**config.mk**
```make
export PLATFORM = sky130hd
export DESIGN_NAME = nls_ram
export DESIGN_NICKNAME = d
export VERILOG_FILES = /design/src/rtl/core/nls_ram.sv
export SDC_FILE = /design/constraint.sdc
export NUM_CORES = 1
export LEC_CHECK = 0
export BUFFER_PORTS_ARGS = -buffer_cell sky130_fd_sc_hd__buf_4
export CORE_MARGIN = 8
export CORE_UTILIZATION = 45
export DETAILED_ROUTE_END_ITERATION = 7
export PLACE_DENSITY = 0.73
export SLEW_MARGIN = 20
export SYNTH_ARGS = -nofsm -noshare
export SYNTH_HDL_FRONTEND = slang
export SYNTH_SLANG_ARGS = --single-unit
```
**constraint.sdc**
```tcl
create_clock -name clk -period 3.9 [get_ports clk]
set_clock_uncertainty 0.2 [all_clocks]
set_input_delay 0.78 -clock clk [delete_from_list [all_inputs] [get_ports clk]]
set_output_delay 0.78 -clock clk [all_outputs]
set_load 0.02 [all_outputs]
```
**src/rtl/core/nls_ram.sv**
```systemverilog
`timescale 1ns / 1ps
// ----------------------------------------------------------------------------
// nls_ram
// simple dual port memory, one write and one registered read per cycle
// ----------------------------------------------------------------------------
module nls_ram
#(
    parameter int WIDTH = 8,
    parameter int DEPTH = 16,
    parameter int AW    = 4
)
(
    input  logic             clk,
    input  logic             we,
    input  logic [AW-1:0]    waddr,
    input  logic [WIDTH-1:0] wdata,
    input  logic [AW-1:0]    raddr,
    output logic [WIDTH-1:0] rdata
);

    logic [WIDTH-1:0] mem [DEPTH];

    always_ff @(posedge clk)
    begin
        if (we)
        begin
            mem[waddr] <= wdata;
        end
        rdata <= mem[raddr];
    end

endmodule

```
==> results.ini <==
[yosys]
ys_warn_count=0
synth-compound-area-share=0.0233
syn_area_sq_mm=0.00515
synth_xor_area_frac=0
synth-seq-cells=136
synth_top_family_by_area=multiplexers
seq_area_frac_synth=0.778
synth_cells=229
synth_area_leaders=edfxtp_1 75%, mux4_2 7.9%, mux4_1 7.1%, dfxtp_1 3.1%, a22oi_1 2.3%
synth.top_cell.area_share=0.747
synth-simple-area-share=0.0318
yosysTopAreaCell=edfxtp_1
syn-mean-instance-area_sq_um=22.5
synthAdderAreaFrac=0
synth.area.mux_share=0.150
syn_nets=247
yosys.cell_types.count=19

[die]
fp.coreArea_sq_mm=0.0113
row_count=39
initial_core_util=0.457
die_h_um=123
die-area_sq_mm=0.0151
io_pins=26
die-width_um=123

[detailed_routing]
met1Wirelength_um=4000
postRouteAntennaNets=0
drcViolationCount=0
drt_first_iter_violations=256
vias=2411
dr_wl_met2_um=5210
wl_per_cell_um=23.9
routed_wl_um=10100
dr.pass1.iters=5
via_per_inst=5.70
met3WireLength_um=809
top_layer_used=met4

[grt]
grt_pass1_wl_um=15000
globalRoute.totalOverflow=0
antenna_found_initial=0
track_usage=0.142
grt_max_degree=33
grt_pass1_vias=2630

[min_path]
hp-class=flip-flop to flip-flop

[placed_design]
io_buffers=25
dp_hpwl_um=5850
gp_congestion=0.761
dp_cells=391

[timing]
slew_headroom=0.365
hold_viol=0
worst_pin_slew_ns=0.949
finalCritPeriodShare=0.587
tns_ns=0
setup_violations=0
final-max-slew-violation-count=0
rsz0062_at_grt=no
fmax_mhz=437
fin_crit_ns=2.29

[power]
p_total_mw=3.42
power_frac_seq=0.481
p_sw_uw=653
peakVddDrop_v=0.000235
power.internal_mw=2.77
swShare=0.191
power.density_mw_per_mm2=565
p_leak_nw=2.02
comb_power_share=0.048
clockPowerShare=0.470

[clock_tree]
cts_tree=built
numCtsBuffers=17
cts_setup_buffers=0
insertion_delay_ns=0.41
cts_buffer_depth=2
clk_pin_slew_ns=0.05
h-tree-depth=4
cts_root_buf=clkbuf_16
cts_resized=0
clock-sinks=136
hold_buffers=0

[setup_path]
path_max_fanout=32
critPathKind=primary input to flip-flop
critPathLaunchType=primary input
crit_arrival_ns=2.36
worstPathRequired_ns=3.97
cp-end-kind=flip-flop

[finish]
most-common-layout-cells=128 x edfxtp_1, 29 x buf_4, 18 x mux4_2, 17 x clkbuf_16, 16 x a22oi_1
finalNetCount=285
diodes=0
drive_above_1_share=0.257
final_common_cell=edfxtp_1
syn2layout_area_growth_pct=17.6
fillCellCount=833
fin_util=0.537
final_cells=423

[run]
drv_cap=0

[status]
status=finished, final reports clean

synth_stat cells:
cell type,instances
buf_4,1
mux4_2,18
a22oi_1,16
nand2b_1,2
buf_2,3
nor2_1,13
and2b_1,1
edfxtp_1,128
nand2_1,9
nand3_1,1
clkdlybuf4s25_2,3
or3b_2,1
buf_6,3
nor3_1,4
and2_1,1
nand3b_1,2
dfxtp_1,8
nor2b_1,1
mux4_1,14
cells by family (layout without fill, tap and decap cells):
kind of cell	Yosys count	after routing
AO/OA/AOI/OAI	16	16
buffers and inverters	10	61
flip-flops	136	136
multiplexers	32	32
AND/OR/NAND/NOR	35	35
final cells by class:
cell class,count,area [sq um],share of cell area
Multi-Input combinational cell,83,1060,0.175
Sequential cell,136,4000,0.661
Clock buffer,22,444,0.0734
Clock inverter,10,151,0.0250
Timing Repair Buffer,29,218,0.0360
Tap cell,143,179,0.0296
power groups by stage:
stage	clock network (mW)	registers [mW]	logic, mW
after global routing	1.68	1.65	0.177
after floorplan	0	1.68	0.0829
after detailed placement	0	1.67	0.165
after global placement	0	1.67	0.160
after CTS	1.62	1.65	0.167
final	1.61	1.65	0.165
worst max-delay path: stages:
cell     delay, ns
buf_4         0.47
mux4_1        0.62
a22oi_1       0.36
nand2_1       0.12
metrics by stage:
step                      hold WS, ns  area (sq um)  setup WS (ns)
after floorplan                 0.429          5150           1.43
after global placement          0.445          5460           1.26
after detailed placement        0.461          5460           1.23
after CTS                       0.478          6050           1.60
after global routing            0.484          6050           1.53
final                           0.474          6050           1.61
metal layers:
layer	global-route usage	vias up
met1	0.173	1245
met4	0.0411	0
met3	0.0548	8
met2	0.232	109
li1	-	1049
met5	0	-
registers in the layout, indices dropped and copies added, names as in the netlist:
name / count
rdata: 8
mem: 128
final timing paths:
kind | startpoint | endpoint | slack (ns) | depth (start not counted)
min | mem[8][1] | rdata[1] | 0.47 | 3
min reg2reg | mem[8][1] | rdata[1] | 0.47 | 3
max reg2reg | mem[9][2] | rdata[2] | 2.23 | 3
max | raddr[0] | rdata[2] | 1.61 | 4
Power figures use the tool's default switching activity.
