$ cat src/rtl/core/nls_pkg.sv
`timescale 1ns / 1ps
// ----------------------------------------------------------------------------
// nls_pkg
// shared types and constants of the neighbour link scoring block
// ----------------------------------------------------------------------------
package nls_pkg;

    localparam int unsigned LONG_CAP     = 200000;
    localparam int unsigned RECENT_CAP   = 5000;
    localparam int unsigned RECENT_AGE   = 5000;
    localparam int unsigned MAX_INTERVAL = 3600000;
    localparam int unsigned SCORE_MAX    = 255;
    localparam int unsigned GAP_RESET    = 500;
    localparam int unsigned AGE_RESET    = 20000;

    localparam int unsigned A_DIV   = LONG_CAP / 128;
    localparam int unsigned B_DIV   = RECENT_CAP / 128;
    localparam int unsigned A_MUL   = 2685;
    localparam int unsigned A_SHIFT = 22;
    localparam int unsigned B_MUL   = 1680;
    localparam int unsigned B_SHIFT = 16;

    localparam int IV_W   = 22;
    localparam int TIME_W = 63;
    localparam int LONG_W = 18;
    localparam int REC_W  = 13;

    typedef enum logic
    {
        OP_OBSERVE = 1'b0,
        OP_TICK    = 1'b1
    } op_t;

    typedef enum logic [1:0]
    {
        CFG_UP_MASK = 2'd0,
        CFG_MIN_GAP = 2'd1,
        CFG_MAX_AGE = 2'd2
    } cfg_index_t;

    typedef struct packed
    {
        logic [31:0]       range_start;
        logic [31:0]       range_end;
        logic [TIME_W-1:0] obs_time;
        logic [7:0]        iface;
    } obs_entry_t;

    typedef struct packed
    {
        logic [7:0]        score;
        logic [LONG_W-1:0] observed;
    } score_res_t;

endpackage

$ cat src/rtl/core/nls_score.sv
`timescale 1ns / 1ps
// ----------------------------------------------------------------------------
// nls_score
// three stage pipeline turning window sums into a clamped link score
// ----------------------------------------------------------------------------
module nls_score
    import nls_pkg::*;
#(
    parameter int LSUM_W = 26,
    parameter int RSUM_W = 16
)
(
    input  logic              clk,
    input  logic              rst_n,
    input  logic              go,
    input  logic [LSUM_W-1:0] lsum,
    input  logic [RSUM_W-1:0] rsum,
    output logic              done,
    output score_res_t        res
);

    logic              v1_reg, v2_reg, v3_reg;
    logic [LONG_W-1:0] l1_reg, l2_reg;
    logic [REC_W-1:0]  r1_reg;
    logic [7:0]        qa1_reg, qb1_reg, a2_reg, b2_reg;
    score_res_t        res_reg;

    logic [LONG_W-1:0] l_c;
    logic [REC_W-1:0]  r_c;
    logic [29:0]       prod_a;
    logic [23:0]       prod_b;
    logic [LONG_W-1:0] am, rem_a;
    logic [REC_W-1:0]  bm, rem_b;
    logic [8:0]        sum;
    logic [7:0]        score;

    always_comb
    begin
        l_c    = (32'(lsum) > LONG_CAP) ? LONG_W'(LONG_CAP) : LONG_W'(lsum);
        r_c    = (32'(rsum) > RECENT_CAP) ? REC_W'(RECENT_CAP) : REC_W'(rsum);
        prod_a = 30'(l_c) * 30'(A_MUL);
        prod_b = 24'(r_c) * 24'(B_MUL);
        am     = LONG_W'(qa1_reg) * LONG_W'(A_DIV);
        rem_a  = l1_reg - am;
        bm     = REC_W'(qb1_reg) * REC_W'(B_DIV);
        rem_b  = r1_reg - bm;
        sum    = (b2_reg == 8'd0) ? {2'b00, a2_reg[7:1]} : 9'(a2_reg) + 9'(b2_reg);
        if (l2_reg == '0)
        begin
            score = 8'd0;
        end
        else if (sum == 9'd0)
        begin
            score = 8'd1;
        end
        else if (32'(sum) > SCORE_MAX)
        begin
            score = 8'(SCORE_MAX);
        end
        else
        begin
            score = sum[7:0];
        end
    end

    always_ff @(posedge clk or negedge rst_n)
    begin
        if (!rst_n)
        begin
            v1_reg <= 1'b0;
            v2_reg <= 1'b0;
            v3_reg <= 1'b0;
        end
        else
        begin
            v1_reg <= go;
            v2_reg <= v1_reg;
            v3_reg <= v2_reg;
        end
    end

    always_ff @(posedge clk)
    begin
        l1_reg  <= l_c;
        r1_reg  <= r_c;
        qa1_reg <= prod_a[A_SHIFT +: 8];
        qb1_reg <= prod_b[B_SHIFT +: 8];
        l2_reg  <= l1_reg;
        a2_reg  <= (32'(rem_a) >= A_DIV) ? qa1_reg + 8'd1 : qa1_reg;
        b2_reg  <= (32'(rem_b) >= B_DIV) ? qb1_reg + 8'd1 : qb1_reg;
        if (v2_reg)
        begin
            res_reg.score    <= score;
            res_reg.observed <= l2_reg;
        end
    end

    assign done = v3_reg;
    assign res  = res_reg;

endmodule

$ cat config.mk
export PLATFORM = sky130hd
export DESIGN_NAME = nls_score
export DESIGN_NICKNAME = d
export VERILOG_FILES = /design/src/rtl/core/nls_pkg.sv /design/src/rtl/core/nls_score.sv
export SDC_FILE = /design/constraint.sdc
export NUM_CORES = 1
export LEC_CHECK = 0
export BUFFER_PORTS_ARGS = -buffer_cell sky130_fd_sc_hd__buf_4
export CAP_MARGIN = 20
export CORE_MARGIN = 1.5
export CORE_UTILIZATION = 50
export DETAILED_ROUTE_END_ITERATION = 8
export GPL_TIMING_DRIVEN = 0
export PLACE_DENSITY = 0.76
export SLEW_MARGIN = 40
export SYNTH_ARGS = -nofsm -noshare
export SYNTH_HDL_FRONTEND = slang
export SYNTH_SLANG_ARGS = --single-unit
export TNS_END_PERCENT = 100
$ cat constraint.sdc
create_clock -name clk -period 6.6 [get_ports clk]
set_input_delay 1.32 -clock clk [delete_from_list [all_inputs] [get_ports clk]]
set_output_delay 1.32 -clock clk [all_outputs]
set_load 0.02 [all_outputs]
==> reports/qor.csv <==
metric;value;unit
outcome;finished with violations;
violations;negative setup slack;
ff2ff_path_depth;22;
antenna_found_initial;0;
critPathArrivalTime;7590;ps
rsz0062_at_grt;true;
htreeDepth;3;
tritoncts;done;
gr-total-overflow;0;
final_nets;1841;
clock.fmax;0.1359;GHz
worst_setup_path_end_kind;flop;
seq_area_frac_synth;19.52;%
skew;9.898;ps
die_area;0.02634;sq mm
fin_crit_sh;111.5;%
io_buffers;66;
initial_utilization;50.68;%
ys_ff_latch;110;
finalHoldViolations;0;
cp-start-kind;input pin;
setup_viol;8;
synth.largest_area_cell;ha_1;
vias;9523;
first_pass_iters;5;
clock-sinks;110;
synth_edf_count;26;
fin_ws;-759.2;ps
hpwl;22380;um
die-height;162.3;um
min_period;7359;ps
fp.dieW;162.3;um
drtIter0Drc;412;
drv_slew;0;
drive_gt1_share;13.58;%
cp-endpoint;qa1_reg[3];
synth.distinct_cells;72;
async_flop_share;2.727;%
clk_latency;350;ps
max_slew_margin;54.84;%
wl_per_cell;15.26;um
fill_cells;2103;
antennaDiodeCount;0;
synthCells;1326;
r2r_end;a2_reg[7];
cts.clk_slew.worst_paths;80;ps
utilization;57.74;%
grt_use_total;21.19;%
crit_start;lsum[3];
synth_top_area_share;25.34;%
critPathKind;input pin to flop;
area_growth;13.93;%
drc;0;
core_area;0.02504;sq mm
synth_fp_nets;1743;
critPathRequiredTime;6830;ps
final_common_cell;inv_1;
r2r_slack;460;ps
wirelength;26840;um
syn_area;0.01269;sq mm
reg2reg_from;qa1_reg[4];
numCtsBuffers;9;
rows;58;
synth.avg_cell_area;9.569;sq um
cts_max_path_buffers;2;
worstMarginPinSlew;672.3;ps
ys_warn_count;0;
ios;72;
worstPathMaxFanout;6;
yosys-top-cells-area;ha_1 25%, fa_1 18%, dfxtp_1 13%;
ant_nets;0;
largest_register_ffs;26;
cap_viol_max_count;0;
hold_path_class;flop to flop;
gp_congestion;0.9150;
grt_max_degree;28;
grt_first_pass_wirelength;45110;um
final_cell_mix;263 x inv_1, 249 x ha_1, 114 x fa_1, 86 x buf_4, 81 x dfxtp_1;
root_buffer;clkbuf_16;
grt_pass1_vias;9744;
synth_ff_type;dfxtp_1;
vias_per_cell;5.414;
-- per-stage QoR --
| stage | hold WS, ps | setup TNS (ps) | std cells | setup slack (ps) | instance area (sq um) |
|---|---|---|---|---|---|
| 2_1_floorplan | 309.6 | -2913 | 1326 | -710.6 | 12820 |
| 3_3_place_gp | 313.7 | -8495 | 1722 | -1366 | 13720 |
| 5_1_grt | 331.8 | -5972 | 1759 | -980.3 | 14460 |
| 4_1_cts | 332.2 | -4135 | 1752 | -693.9 | 14270 |
| 6_report | 326.4 | -4387 | 1759 | -759.2 | 14460 |
| 3_5_place_dp | 323.4 | -9614 | 1722 | -1494 | 13730 |
-- how the worst min path moves through the flow --
stage	cells past startpoint	endpoint	start	slack, ps
after floorplan	0	l2_reg[0]	l1_reg[0]	310
after global placement	0	l2_reg[0]	l1_reg[0]	310
after detailed placement	0	l2_reg[0]	l1_reg[0]	320
after CTS	0	l2_reg[0]	l1_reg[0]	330
after global routing	0	l2_reg[0]	l1_reg[0]	330
final	0	l2_reg[0]	l1_reg[0]	330
-- critical path, stage by stage --
cell	delay, ps
buf_8	90
or4_4	520
o31a_1	260
o21ai_2	130
nand2b_1	130
a31oi_4	180
o21ba_4	230
clkbuf_16	180
nand2b_4	110
fa_1	500
ha_1	300
fa_1	470
fa_1	540
inv_2	50
fa_1	550
inv_1	50
ha_1	300
nand4_1	170
nor2_2	80
a2111oi_4	310
a211oi_2	160
o22ai_4	190
buf_4	160
buf_6	100
nor2b_4	30
o21a_1	180
nor3_1	210
nor2_1	80
-- metal layers --
layer	part of all wire (%)	vias to the layer above	track usage (%)
met4	1.7	0	5.088
met1	46	4626	28.12
li1	-	4655	-
met5	0	-	0
met2	49	203	37.14
met3	3.6	39	2.068
-- cell type report --
class / instances / area (sq um) / area share (%)
tap: 330 / 412.9 / 2.856
clock inverter: 6 / 52.55 / 0.3635
clock buffer: 10 / 229.0 / 1.584
timing repair buffer: 88 / 678.2 / 4.691
inverter: 269 / 1022 / 7.071
buffer: 19 / 152.6 / 1.056
multi-input combinational: 927 / 9430 / 65.23
sequential: 110 / 2479 / 17.15
-- what timing repair did --
action	in CTS	in global routing
setup endpoints to repair	8	16
endpoints found under the hold margin	0	0
gates resized for setup	37	26
setup buffers	13	10
pin swaps	15	18
hold buffers	0	0
cloned	1	0
-- synthesized netlist by cell type, drive strengths merged, types with 13 or more instances --
library cell    n
nor4           15
clkbuf         14
fa            115
nand2          55
xnor2          56
o21ai          30
a21o           33
dfxtp          81
ha            257
inv           269
a21oi          50
edfxtp         26
xor2           29
o21a           13
nand3          19
nor3           20
and2           15
nor2           60
-- cells by family (layout without fill, tap and decap cells) --
group,after synthesis,after routing,share of synthesized area (%)
AND/OR/NAND/NOR,252,252,10.16
buffers and inverters,289,392,8.697
adder cells (fa/ha/maj),372,372,43.49
flip-flops,110,110,19.52
XOR/XNOR,85,85,5.867
multiplexers,3,3,0.2465
AO/OA/AOI/OAI,215,215,12.02
Power is not shown: default switching activity piles up to over one toggle a cycle in this logic, so the estimate is an artifact.
